$ cat config.mk
export PLATFORM = sky130hd
export DESIGN_NAME = led_effect_mode_controller_core_flat
export DESIGN_NICKNAME = d
export VERILOG_FILES = /design/src/hdl/lemc_pkg.sv /design/src/hdl/lemc_in_if.sv /design/src/hdl/lemc_out_if.sv /design/src/hdl/led_effect_mode_controller_core.sv /design/src/flat_wrapper.sv
export SDC_FILE = /design/constraint.sdc
export NUM_CORES = 1
export LEC_CHECK = 0
export BUFFER_PORTS_ARGS = -buffer_cell sky130_fd_sc_hd__buf_4
export CAP_MARGIN = 20
export CELL_PAD_IN_SITES_DETAIL_PLACEMENT = 1
export CELL_PAD_IN_SITES_GLOBAL_PLACEMENT = 1
export CORE_ASPECT_RATIO = 0.7
export CORE_MARGIN = 2
export CORE_UTILIZATION = 49
export DETAILED_ROUTE_END_ITERATION = 12
export MAX_ROUTING_LAYER = met4
export PLACE_DENSITY = 0.91
export SYNTH_ARGS = -nofsm -noshare
export SYNTH_HDL_FRONTEND = slang
export SYNTH_SLANG_ARGS = --single-unit
$ cat constraint.sdc
create_clock -name clk -period 7.8 [get_ports clk]
set_input_delay 1.56 -clock clk [delete_from_list [all_inputs] [get_ports clk]]
set_output_delay 1.56 -clock clk [all_outputs]
set_load 0.005 [all_outputs]
$ cat src/hdl/lemc_pkg.sv
package lemc_pkg;

  // Command codes
  typedef enum logic [1:0] {
    CMD_TICK = 2'd0,
    CMD_SET  = 2'd1,
    CMD_ON   = 2'd2,
    CMD_OFF  = 2'd3
  } cmd_t;

  // Mode codes, as carried on new_mode and current_mode
  localparam logic [2:0] MODE_NORMAL  = 3'd0;
  localparam logic [2:0] MODE_BLINK   = 3'd1;
  localparam logic [2:0] MODE_RANDOM  = 3'd2;
  localparam logic [2:0] MODE_FLICKER = 3'd3;
  localparam logic [2:0] MODE_WELDING = 3'd4;

  // Configuration register indexes
  localparam logic [2:0] REG_ON_TIME     = 3'd0;
  localparam logic [2:0] REG_OFF_TIME    = 3'd1;
  localparam logic [2:0] REG_RANDOM_MIN  = 3'd2;
  localparam logic [2:0] REG_RANDOM_MAX  = 3'd3;
  localparam logic [2:0] REG_COS_MODE    = 3'd4;
  localparam logic [2:0] REG_FLICK_TIME  = 3'd5;
  localparam logic [2:0] REG_FLICK_INT   = 3'd6;
  localparam logic [2:0] REG_WELD_DUTY   = 3'd7;

  localparam int CFG_IDX_W  = 3;
  localparam int CFG_DATA_W = 16;

  // Configuration reset values
  localparam logic [15:0] ON_TIME_RST    = 16'd500;
  localparam logic [15:0] OFF_TIME_RST   = 16'd500;
  localparam logic [15:0] RANDOM_MIN_RST = 16'd100;
  localparam logic [15:0] RANDOM_MAX_RST = 16'd1000;
  localparam logic [15:0] FLICK_TIME_RST = 16'd100;
  localparam logic [7:0]  FLICK_INT_RST  = 8'd100;
  localparam logic [15:0] WELD_DUTY_RST  = 16'd1000;

  // Effect constants
  localparam int STATE_SPAN     = 100;  // span of the random state draw
  localparam int STATE_THRESH   = 50;   // draw at or below turns on
  localparam int LEVEL_LO       = 50;   // base flicker level
  localparam int WELD_LEVEL_HI  = 70;   // welding level upper base
  localparam int LEVEL_MAX      = 255;
  localparam int GLOW_THRESH    = 100;
  localparam int GLOW_CAP       = 200;
  localparam int GLOW_FAST_STEP = 3;
  localparam int WELD_MIN       = 20;
  localparam int FLICK_STEP_MIN = 10;

  localparam int DUTY_FACTOR_DEF = 4;
  localparam int SCALED_W        = 20;  // 16-bit draw times a factor up to 15

  // Deadline: now plus span, saturating at all ones
  function automatic logic [31:0] later(input logic [31:0] now,
                                        input logic [SCALED_W-1:0] span);
    logic [32:0] sum;
    sum = {1'b0, now} + 33'(span);
    return sum[32] ? '1 : sum[31:0];
  endfunction

endpackage

$ cat src/hdl/lemc_in_if.sv
interface lemc_in_if;
  logic        valid;
  logic        ready;
  logic [1:0]  command;
  logic [2:0]  new_mode;
  logic [15:0] rand_a;
  logic [15:0] rand_b;
  logic [15:0] rand_c;

  modport source (output valid, command, new_mode, rand_a, rand_b, rand_c,
                  input ready);
  modport sink (input valid, command, new_mode, rand_a, rand_b, rand_c,
                output ready);
endinterface

$ cat src/hdl/lemc_out_if.sv
interface lemc_out_if;
  logic       valid;
  logic       ready;
  logic [7:0] main_level;
  logic [7:0] afterglow_level;
  logic       led_state;
  logic [2:0] current_mode;

  modport source (output valid, main_level, afterglow_level, led_state, current_mode,
                  input ready);
  modport sink (input valid, main_level, afterglow_level, led_state, current_mode,
                output ready);
endinterface

$ cat src/hdl/led_effect_mode_controller_core.sv
// Channel  Dir  Moves                         Handshake
// req      in   command, new_mode, rand_a/b/c valid/ready, taken when both high
// rsp      out  main/afterglow level, state,  valid/ready, one per request
//               current mode
// cfg      in   register index and data       cfg_write, no wait
//
// Between one acceptance and the next, a request passes through the idle state that
// takes it, a plan state, two remainder passes through the shared restoring
// divider, a sum state, an update state and a state that loads the result
// register once it is free.
// The result register holds a finished result until taken; the next request
// is accepted meanwhile, and its own result waits only if the first is unread.
// Reset (rst, synchronous) restores the register defaults and the idle state.
module led_effect_mode_controller_core #(
  parameter int DUTY_FACTOR = lemc_pkg::DUTY_FACTOR_DEF
) (
  input  logic                            clk,
  input  logic                            rst,
  input  logic                            cfg_write,
  input  logic [lemc_pkg::CFG_IDX_W-1:0]  cfg_index,
  input  logic [lemc_pkg::CFG_DATA_W-1:0] cfg_data,
  lemc_in_if.sink                         req,
  lemc_out_if.source                      rsp
);

  localparam int SW = lemc_pkg::SCALED_W;
  localparam logic [SW-1:0] DUTY_W = SW'(DUTY_FACTOR);

  typedef enum logic [5:0] {
    S_IDLE  = 6'b000001,
    S_PLAN  = 6'b000010,
    S_DIV   = 6'b000100,
    S_SUM   = 6'b001000,
    S_APPLY = 6'b010000,
    S_DONE  = 6'b100000
  } state_t;

  state_t state;

  // Configuration registers
  logic [15:0] on_time, off_time, random_min, random_max;
  logic        random_cos_mode;
  logic [15:0] flicker_time, welding_duty;
  logic [7:0]  flicker_intensity;

  // Effect state
  logic [31:0] time_now, next_step_time, next_duty_time;
  logic [2:0]  active_mode;
  logic        on_flag, welding_active;
  logic [7:0]  glow_decay, main_drive, glow_drive;

  // Held request
  lemc_pkg::cmd_t held_cmd;
  logic [2:0]     held_mode;
  logic [15:0]    held_a, held_b, held_c;

  // Draw slots
  logic [15:0]   lo0, lo1, span0, span1, word1, rem0;
  logic          deg0, deg1;
  logic [15:0]   v0, v1;
  logic [SW-1:0] duty_scaled;

  // Divider
  logic [15:0] div_rem, div_word;
  logic [3:0]  div_cnt;
  logic        div_slot;

  // Output register
  logic        out_valid;
  logic [7:0]  out_main, out_glow;
  logic        out_state;
  logic [2:0]  out_mode;

  // Choose draw operands for both slots
  logic [15:0] p_lo0, p_lo1, p_w0, p_w1;
  logic [16:0] p_hi0, p_hi1;

  always_comb begin
    p_lo0 = '0;
    p_hi0 = '0;
    p_w0  = '0;
    p_lo1 = '0;
    p_hi1 = '0;
    p_w1  = '0;
    unique case (held_cmd)
      lemc_pkg::CMD_TICK: begin
        case (active_mode)
          lemc_pkg::MODE_RANDOM: begin
            p_hi0 = 17'(lemc_pkg::STATE_SPAN);
            p_w0  = held_a;
            p_lo1 = random_min;
            p_hi1 = {1'b0, random_max};
            p_w1  = held_b;
          end
          lemc_pkg::MODE_FLICKER: begin
            p_lo0 = 16'(lemc_pkg::LEVEL_LO);
            p_hi0 = 17'(lemc_pkg::LEVEL_LO) + 17'(flicker_intensity);
            p_w0  = held_a;
            p_lo1 = 16'(lemc_pkg::FLICK_STEP_MIN);
            p_hi1 = {1'b0, flicker_time};
            p_w1  = held_b;
          end
          lemc_pkg::MODE_WELDING: begin
            if (welding_active) begin
              p_lo0 = 16'(lemc_pkg::LEVEL_LO);
              p_hi0 = 17'(lemc_pkg::WELD_LEVEL_HI) + 17'(flicker_intensity);
              p_w0  = held_a;
            end else begin
              p_lo0 = 16'(lemc_pkg::WELD_MIN);
              p_hi0 = {1'b0, flicker_time};
              p_w0  = held_b;
            end
            p_lo1 = 16'(lemc_pkg::WELD_MIN);
            p_hi1 = {1'b0, welding_duty};
            p_w1  = held_c;
          end
          default: ;
        endcase
      end
      lemc_pkg::CMD_SET: begin
        case (held_mode)
          lemc_pkg::MODE_RANDOM: begin
            p_lo1 = random_min;
            p_hi1 = {1'b0, random_max};
            p_w1  = held_b;
          end
          lemc_pkg::MODE_FLICKER: begin
            p_hi1 = {1'b0, flicker_time};
            p_w1  = held_b;
          end
          lemc_pkg::MODE_WELDING: begin
            p_hi0 = {1'b0, flicker_time};
            p_w0  = held_b;
            p_lo1 = 16'(lemc_pkg::WELD_MIN);
            p_hi1 = {1'b0, welding_duty};
            p_w1  = held_c;
          end
          default: ;
        endcase
      end
      lemc_pkg::CMD_ON, lemc_pkg::CMD_OFF: ;
    endcase
  end

  // Shared restoring remainder step, one dividend bit per cycle
  logic [15:0] cur_span;
  logic        cur_deg;
  logic [16:0] div_shift;
  logic        div_fit;
  logic [15:0] div_rem_next;

  always_comb begin
    cur_span     = div_slot ? span1 : span0;
    cur_deg      = div_slot ? deg1 : deg0;
    div_shift    = {div_rem, div_word[15]};
    div_fit      = div_shift >= {1'b0, cur_span};
    div_rem_next = div_fit ? 16'(div_shift - {1'b0, cur_span}) : div_shift[15:0];
  end

  logic [15:0] v0_sum, v1_sum;
  assign v0_sum = lo0 + (deg0 ? 16'd0 : rem0);
  assign v1_sum = lo1 + (deg1 ? 16'd0 : div_rem);

  // Effect update from the two draws
  logic [31:0] step_time_next, duty_time_next;
  logic [2:0]  active_mode_next;
  logic        on_flag_next, welding_active_next;
  logic [7:0]  glow_decay_next, main_drive_next, glow_drive_next;
  logic        step_due, duty_due;
  logic [7:0]  lvl;
  logic [8:0]  glow_sum;

  always_comb begin
    step_time_next      = next_step_time;
    duty_time_next      = next_duty_time;
    active_mode_next    = active_mode;
    on_flag_next        = on_flag;
    welding_active_next = welding_active;
    glow_decay_next     = glow_decay;
    main_drive_next     = main_drive;
    glow_drive_next     = glow_drive;
    step_due = time_now >= next_step_time;
    duty_due = time_now >= next_duty_time;
    lvl      = (v0 >= 16'(lemc_pkg::LEVEL_MAX)) ? 8'(lemc_pkg::LEVEL_MAX) : v0[7:0];
    glow_sum = 9'(glow_decay) + 9'(lvl >= 8'(lemc_pkg::GLOW_THRESH));
    unique case (held_cmd)
      lemc_pkg::CMD_TICK: begin
        case (active_mode)
          lemc_pkg::MODE_BLINK: begin
            if (step_due) begin
              on_flag_next   = ~on_flag;
              step_time_next = lemc_pkg::later(time_now,
                                 SW'(on_flag_next ? on_time : off_time));
            end
          end
          lemc_pkg::MODE_RANDOM: begin
            if (step_due) begin
              on_flag_next   = random_cos_mode ? (v0 <= 16'(lemc_pkg::STATE_THRESH))
                                               : ~on_flag;
              step_time_next = lemc_pkg::later(time_now, SW'(v1));
            end
          end
          lemc_pkg::MODE_FLICKER: begin
            if (step_due) begin
              main_drive_next = lvl;
              step_time_next  = lemc_pkg::later(time_now, SW'(v1));
            end
          end
          lemc_pkg::MODE_WELDING: begin
            if (step_due) begin
              // Burst: random level, build up the afterglow
              if (welding_active) begin
                main_drive_next = lvl;
                glow_decay_next = (glow_sum >= 9'(lemc_pkg::GLOW_CAP))
                                  ? 8'(lemc_pkg::GLOW_CAP) : glow_sum[7:0];
                glow_drive_next = glow_decay_next >> 1;
              end else begin
                // Pause: dark main, decay the afterglow
                main_drive_next = '0;
                if (glow_decay >= 8'(lemc_pkg::GLOW_THRESH)) begin
                  glow_decay_next = glow_decay - 8'(lemc_pkg::GLOW_FAST_STEP);
                  glow_drive_next = glow_decay_next;
                end else begin
                  glow_drive_next = glow_decay;
                  if (glow_decay != 8'd0) glow_decay_next = glow_decay - 8'd1;
                end
                if (glow_decay_next <= 8'(lemc_pkg::GLOW_FAST_STEP)) glow_drive_next = '0;
                step_time_next = lemc_pkg::later(time_now, SW'(v0));
              end
              if (duty_due) begin
                welding_active_next = ~welding_active;
                duty_time_next = lemc_pkg::later(time_now,
                                   welding_active_next ? SW'(v1) : duty_scaled);
              end
            end
          end
          default: ;
        endcase
        if (active_mode != lemc_pkg::MODE_FLICKER && active_mode != lemc_pkg::MODE_WELDING)
          main_drive_next = on_flag_next ? 8'(lemc_pkg::LEVEL_MAX) : 8'd0;
      end
      lemc_pkg::CMD_SET: begin
        if (held_mode <= lemc_pkg::MODE_WELDING) active_mode_next = held_mode;
        case (held_mode)
          lemc_pkg::MODE_NORMAL: on_flag_next = 1'b0;
          lemc_pkg::MODE_BLINK:  step_time_next = lemc_pkg::later(time_now, SW'(off_time));
          lemc_pkg::MODE_RANDOM,
          lemc_pkg::MODE_FLICKER: step_time_next = lemc_pkg::later(time_now, SW'(v1));
          lemc_pkg::MODE_WELDING: begin
            welding_active_next = 1'b0;
            step_time_next      = lemc_pkg::later(time_now, SW'(v0));
            duty_time_next      = lemc_pkg::later(time_now, SW'(v1));
          end
          default: ;
        endcase
      end
      lemc_pkg::CMD_ON: begin
        active_mode_next = lemc_pkg::MODE_NORMAL;
        on_flag_next     = 1'b1;
      end
      lemc_pkg::CMD_OFF: begin
        active_mode_next = lemc_pkg::MODE_NORMAL;
        on_flag_next     = 1'b0;
      end
    endcase
  end

  // Write configuration registers
  always_ff @(posedge clk) begin
    if (rst) begin
      on_time           <= lemc_pkg::ON_TIME_RST;
      off_time          <= lemc_pkg::OFF_TIME_RST;
      random_min        <= lemc_pkg::RANDOM_MIN_RST;
      random_max        <= lemc_pkg::RANDOM_MAX_RST;
      random_cos_mode   <= 1'b0;
      flicker_time      <= lemc_pkg::FLICK_TIME_RST;
      flicker_intensity <= lemc_pkg::FLICK_INT_RST;
      welding_duty      <= lemc_pkg::WELD_DUTY_RST;
    end else if (cfg_write) begin
      unique case (cfg_index)
        lemc_pkg::REG_ON_TIME:    on_time           <= cfg_data;
        lemc_pkg::REG_OFF_TIME:   off_time          <= cfg_data;
        lemc_pkg::REG_RANDOM_MIN: random_min        <= cfg_data;
        lemc_pkg::REG_RANDOM_MAX: random_max        <= cfg_data;
        lemc_pkg::REG_COS_MODE:   random_cos_mode   <= cfg_data[0];
        lemc_pkg::REG_FLICK_TIME: flicker_time      <= cfg_data;
        lemc_pkg::REG_FLICK_INT:  flicker_intensity <= cfg_data[7:0];
        lemc_pkg::REG_WELD_DUTY:  welding_duty      <= cfg_data;
      endcase
    end
  end

  // Load a finished result when the register is free, drop it once taken
  always_ff @(posedge clk) begin
    if (rst) begin
      out_valid <= 1'b0;
    end else if (state == S_DONE && (!out_valid || rsp.ready)) begin
      out_valid <= 1'b1;
    end else if (rsp.ready) begin
      out_valid <= 1'b0;
    end
  end

  // Sequencer and effect state
  always_ff @(posedge clk) begin
    if (rst) begin
      state          <= S_IDLE;
      time_now       <= '0;
      next_step_time <= '0;
      next_duty_time <= '0;
      active_mode    <= lemc_pkg::MODE_NORMAL;
      on_flag        <= 1'b0;
      welding_active <= 1'b0;
      glow_decay     <= '0;
      main_drive     <= '0;
      glow_drive     <= '0;
    end else begin
      unique case (state)
        S_IDLE: begin
          if (req.valid) begin
            held_cmd  <= lemc_pkg::cmd_t'(req.command);
            held_mode <= req.new_mode;
            held_a    <= req.rand_a;
            held_b    <= req.rand_b;
            held_c    <= req.rand_c;
            state     <= S_PLAN;
          end
        end
        S_PLAN: begin
          // On a tick, advance the clock before the mode update
          if (held_cmd == lemc_pkg::CMD_TICK) time_now <= time_now + 32'd1;
          lo0      <= p_lo0;
          lo1      <= p_lo1;
          deg0     <= p_hi0 <= {1'b0, p_lo0};
          deg1     <= p_hi1 <= {1'b0, p_lo1};
          span0    <= 16'(p_hi0 - {1'b0, p_lo0});
          span1    <= 16'(p_hi1 - {1'b0, p_lo1});
          div_word <= p_w0;
          word1    <= p_w1;
          div_rem  <= '0;
          div_cnt  <= '0;
          div_slot <= 1'b0;
          state    <= S_DIV;
        end
        S_DIV: begin
          div_cnt <= div_cnt + 4'd1;
          if (div_cnt == 4'd15 && !div_slot) begin
            // Hold the first remainder, start the second pass
            rem0     <= div_rem_next;
            div_rem  <= '0;
            div_word <= word1;
            div_slot <= 1'b1;
          end else begin
            div_rem  <= div_rem_next;
            div_word <= div_word << 1;
            if (div_cnt == 4'd15) state <= S_SUM;
          end
        end
        S_SUM: begin
          v0          <= v0_sum;
          v1          <= v1_sum;
          duty_scaled <= SW'(v1_sum) * DUTY_W;
          state       <= S_APPLY;
        end
        S_APPLY: begin
          next_step_time <= step_time_next;
          next_duty_time <= duty_time_next;
          active_mode    <= active_mode_next;
          on_flag        <= on_flag_next;
          welding_active <= welding_active_next;
          glow_decay     <= glow_decay_next;
          main_drive     <= main_drive_next;
          glow_drive     <= glow_drive_next;
          state          <= S_DONE;
        end
        S_DONE: begin
          // Hold until the result register is free
          if (!out_valid || rsp.ready) begin
            out_main  <= main_drive;
            out_glow  <= glow_drive;
            out_state <= on_flag;
            out_mode  <= active_mode;
            state     <= S_IDLE;
          end
        end
      endcase
    end
  end

  assign req.ready           = (state == S_IDLE);
  assign rsp.valid           = out_valid;
  assign rsp.main_level      = out_main;
  assign rsp.afterglow_level = out_glow;
  assign rsp.led_state       = out_state;
  assign rsp.current_mode    = out_mode;

  a_accept_plan: assert property (@(posedge clk) disable iff (rst)
    req.valid && req.ready |=> state == S_PLAN)
    else $error("accepted request did not start planning");

  a_rem_bound: assert property (@(posedge clk) disable iff (rst)
    state == S_DIV && !cur_deg |-> div_rem < cur_span)
    else $error("partial remainder reached the divisor");

  a_glow_cap: assert property (@(posedge clk) disable iff (rst)
    glow_decay <= 8'(lemc_pkg::GLOW_CAP))
    else $error("afterglow build-up exceeded its cap");

  a_done_load: assert property (@(posedge clk) disable iff (rst)
    state == S_DONE && (!out_valid || rsp.ready) |=> rsp.valid)
    else $error("finished result not presented");

endmodule
$ cat src/flat_wrapper.sv
// flat-port wrapper written by rule: the top's interface ports become plain ports
module led_effect_mode_controller_core_flat 
#(
  parameter int DUTY_FACTOR = lemc_pkg::DUTY_FACTOR_DEF
)
  (clk, rst, cfg_write, cfg_index, cfg_data, req_valid, req_command, req_new_mode, req_rand_a, req_rand_b, req_rand_c, req_ready, rsp_valid, rsp_main_level, rsp_afterglow_level, rsp_led_state, rsp_current_mode, rsp_ready);
  lemc_in_if req_i ();
  lemc_out_if rsp_i ();
  input  logic clk;
  input  logic rst;
  input  logic cfg_write;
  input  logic [lemc_pkg::CFG_IDX_W-1:0] cfg_index;
  input  logic [lemc_pkg::CFG_DATA_W-1:0] cfg_data;
  input wire logic [$bits(req_i.valid)-1:0] req_valid;
  input wire logic [$bits(req_i.command)-1:0] req_command;
  input wire logic [$bits(req_i.new_mode)-1:0] req_new_mode;
  input wire logic [$bits(req_i.rand_a)-1:0] req_rand_a;
  input wire logic [$bits(req_i.rand_b)-1:0] req_rand_b;
  input wire logic [$bits(req_i.rand_c)-1:0] req_rand_c;
  output wire logic [$bits(req_i.ready)-1:0] req_ready;
  output wire logic [$bits(rsp_i.valid)-1:0] rsp_valid;
  output wire logic [$bits(rsp_i.main_level)-1:0] rsp_main_level;
  output wire logic [$bits(rsp_i.afterglow_level)-1:0] rsp_afterglow_level;
  output wire logic [$bits(rsp_i.led_state)-1:0] rsp_led_state;
  output wire logic [$bits(rsp_i.current_mode)-1:0] rsp_current_mode;
  input wire logic [$bits(rsp_i.ready)-1:0] rsp_ready;
  assign req_i.valid = req_valid;
  assign req_i.command = req_command;
  assign req_i.new_mode = req_new_mode;
  assign req_i.rand_a = req_rand_a;
  assign req_i.rand_b = req_rand_b;
  assign req_i.rand_c = req_rand_c;
  assign req_ready = req_i.ready;
  assign rsp_valid = rsp_i.valid;
  assign rsp_main_level = rsp_i.main_level;
  assign rsp_afterglow_level = rsp_i.afterglow_level;
  assign rsp_led_state = rsp_i.led_state;
  assign rsp_current_mode = rsp_i.current_mode;
  assign rsp_i.ready = rsp_ready;
  led_effect_mode_controller_core #(.DUTY_FACTOR(DUTY_FACTOR)) u_core (.clk(clk), .rst(rst), .cfg_write(cfg_write), .cfg_index(cfg_index), .cfg_data(cfg_data), .req(req_i), .rsp(rsp_i));
endmodule
==> metrics.md <==
| Metric | Value |
|---|---|
| Status | finished clean |
| Clock transition at the registers of the reported paths | 0.06 ns |
| Detailed-route DRC error count | 0 |
| Initial antenna violation count | 7 |
| Slowest cell on crit path | edfxtp_1 |
| Final Setup Violations | 0 |
| Final min period | roughly 5.4 ns |
| Routed vias | between 30,000 and 40,000 |
| Relative slew slack | between 20% and 30% |
| Max-cap violations | 0 |
| Resized cells post-CTS | 0 |
| Routed wire per std cell | about 29 um |
| Post-synth EDFFs | ~230 |
| Die height | 214 um |
| Die width | 303 um |
| RSZ-0062 raised after global routing | no |
| First-pass GRT wire length | 189,000 um |
| Total grt overflow | 0 |
| Vias in the first global route | between 30,000 and 40,000 |
| Clock Skews | between 0.03 and 0.04 ns |
| Htree depth | 2 |
| Register area share after synthesis | 37.6% |
| Netlist Area Pre-Place | slightly above 30,000 um^2 |
| Required time of the critical path | between 8 and 9 ns |
| Final period util | 69.7% |
| GR Util All Layers | 39.5% |
| First DRT Iteration DRCs | ~4,300 |
| TritonCTS clock tree | done |
| Slew @ Worst Pin | 1.19 ns |
| Top flop regs | u_core.next_duty_time: 32 flops, u_core.next_step_time: 32 flops, u_core.time_now: 32 flops |
| Post-DP HPWL | between 90,000 and 100,000 um |
| FF+latch count, synth | 464 |
| Achievable Freq | between 0.15 and 0.2 GHz |
| Worst-path cell chain | mux2i_1 -> ha_1 -> a21oi_1 -> nor2b_1 -> o21a_1 -> o21ai_0 -> inv_1 -> or3_1 -> o221ai_1 -> nand2_1 -> mux2_2 -> and3_1 |
| Port buffer count | between 90 and 100 |
| Setup bufs post-CTS | 0 |
| Maximum VDD drop | between 0.1 and 0.15 mV |
| Cells after Synth | 3,514 |
| Buf/Inv on CP | 1 |
| Async S/R FF share, synth | 0% |
| Gr busiest metal | met2 |
| # IOs | between 90 and 100 |
| Highest-count cells in the layout ignoring fill and taps | nand2_1, a21oi_1, nor2_1 |
| Routed Wire Length | 126,000 um |
| Top Family by Delay on Critical Path | simple AND/OR/NAND/NOR gates |
| # rows | 76 |
| Clock root cell | clkbuf_16 |
| Leakage | 13.2 nW |
| GR Util met3 | about an eighth |
| Layout cell share with drive strength beyond 1 | just under 10% |
| Vias per cell | just under 7 |
| Area grow syn2layout | 10.0% |
| Power Total | ~5.4 mW |
| GR Util met2 | between 50% and 60% |
| ANT nets after route | 0 |
| Worst-path fanout max | 21 |
| Worst hold path type | reg2reg |
| Core area | between 60,000 and 70,000 um^2 |
| CP endpoint kind | flip-flop |
| Hold-fix buffers at CTS | 0 |
| Later-pin clock latency in the skew report | 0.63 ns |
| Starting density of the core | about 50% |
| Most used flip-flop cell after synthesis | dfxtp_1 |
| Number of CTS-inserted buffers | 48 |
| Clock Path Buffers | 3 |
| Setup_tns | 0 ns |
| Largest net degree at the start of global routing | 95 |
| Syn Nets | 3,810 |
| Setup crit start kind | flip-flop |
| Total Die Area | 64,800 um^2 |
| Global placement routability congestion | 1.05 |
| Synth area leader | edfxtp_1 |
| Area fraction of the dominant cell type after synthesis | approximately 22% |
| Layout net count | between 3,000 and 4,000 |
| Max Slew Vio Count | 0 |
| Critical path type | reg2reg |
| Clock Sinks | between 400 and 500 |
| Library cells used by synthesis | about 110 |
| GR Layer Usage met1 | between 50% and 60% |
| Synthesized area per cell | ~8.7 um^2 |
| Synth warn | 0 |
| Initial DRT Pass Iterations | 9 |
| Most area-consuming cells after synthesis | edfxtp_1, dfxtp_1, ha_1 |
| Arr. time, crit path | between 5 and 6 ns |
| Final Hold Vio Count | 0 |
| Cell Pwr Density | 159 nW/um^2 |
| Critical path's largest stage delay | 1.13 ns |
| Most common cell after layout, fill and taps aside | nand2_1 |
## layer usage
metal	vias to the layer above	part of all wire [%]	routed length, um
li1	12900	-	-
met1	14900	41	51200
met2	2184	41	51600
met3	380	15	19300
met4	0	3.3	4160
met5	-	0	0
## stage by stage
step | hold slack (ns) | instance area [um^2] | util (%) | instances | setup WS (ns)
after floorplan | 0.403 | 30700 | - | 3514 | 1.92
after global placement | 0.413 | 32200 | 52.1 | 4304 | 3.24
after detailed placement | 0.424 | 32200 | 52.2 | 4305 | 2.73
after CTS | 0.439 | 33800 | 54.6 | 4394 | 2.63
after global routing | 0.446 | 33800 | 54.7 | 4402 | 2.34
final | 0.435 | 33800 | 54.7 | 4402 | 2.36
## worst register-to-register path, stage by stage, from the launching register on
cell	delay, ns
edfxtp_1	1.13
mux2i_1	0.48
ha_1	0.37
a21oi_1	0.27
nor2b_1	0.15
o21a_1	0.19
o21ai_0	0.32
inv_1	0.15
or3_1	0.36
o221ai_1	0.36
nand2_1	0.65
mux2_2	0.56
and3_1	0.19
## path summary, 6_finish.rpt
kind	startpoint	endpoint	slack (ns)	depth (start not counted)
worst max register to register	u_core.div_slot$_DFFE_PP_	u_core.div_rem[4]$_SDFFCE_PP0P_	2.36	12
worst min register to register	u_core.main_drive[0]$_SDFFE_PP0P_	u_core.rsp.main_level[0]$_DFFE_PP_	0.43	0
worst min-delay path	u_core.main_drive[0]$_SDFFE_PP0P_	u_core.rsp.main_level[0]$_DFFE_PP_	0.43	0
worst max-delay path	u_core.div_slot$_DFFE_PP_	u_core.div_rem[4]$_SDFFCE_PP0P_	2.36	12
## Yosys cell counts, drive strengths merged (13+ instances only)
master / count
nand4: 34
a21oi: 318
a22o: 26
mux2i: 55
or3: 31
ha: 209
o31ai: 15
buf: 52
xor2: 76
mux2: 52
xnor2: 109
edfxtp: 227
o21ai: 170
o21a: 34
clkbuf: 126
a221oi: 26
nand2b: 43
a31oi: 39
o311ai: 14
dfxtp: 237
a22oi: 18
nand2: 467
nor2: 281
inv: 172
o221ai: 21
and2: 23
a222oi: 13
and3: 37
o211ai: 43
a21o: 70
nor2b: 56
nor4: 21
nor3: 68
a211oi: 37
nand3: 95
## cell type report
cell class              count  area [um^2]
repair buffers            153         1170
fillers                  7239        28000
clock buffers              65         1320
multi-input cells        2699        17900
diodes                      5         12.5
clock inverters            24          203
well taps                 819         1020
inverters                 173          649
flip-flops and latches    464        11600
## where the power goes
group / switching [mW] / total (mW) / internal [mW]
clock network: 1.10 / 2.33 / 1.23
logic: 0.266 / 0.410 / 0.144
registers: 0.0454 / 2.65 / 2.60
total: 1.41 / 5.39 / 3.98
## kinds of logic (layout without fill, tap and decap cells)
group | after synthesis | count (layout) | share of synthesized area [%]
AOI/OAI and AO/OA | 988 | 988 | 21.6
xor gates and xnor gates | 185 | 185 | 5.30
adders and majority gates | 219 | 219 | 9.16
buffers and inverters | 351 | 415 | 4.47
DFF | 464 | 464 | 37.6
muxes | 107 | 107 | 3.70
other | 0 | 5 | 0
and+or+nand+nor | 1200 | 1200 | 18.2
No activity file was read; power rests on OpenSTA's default activity.
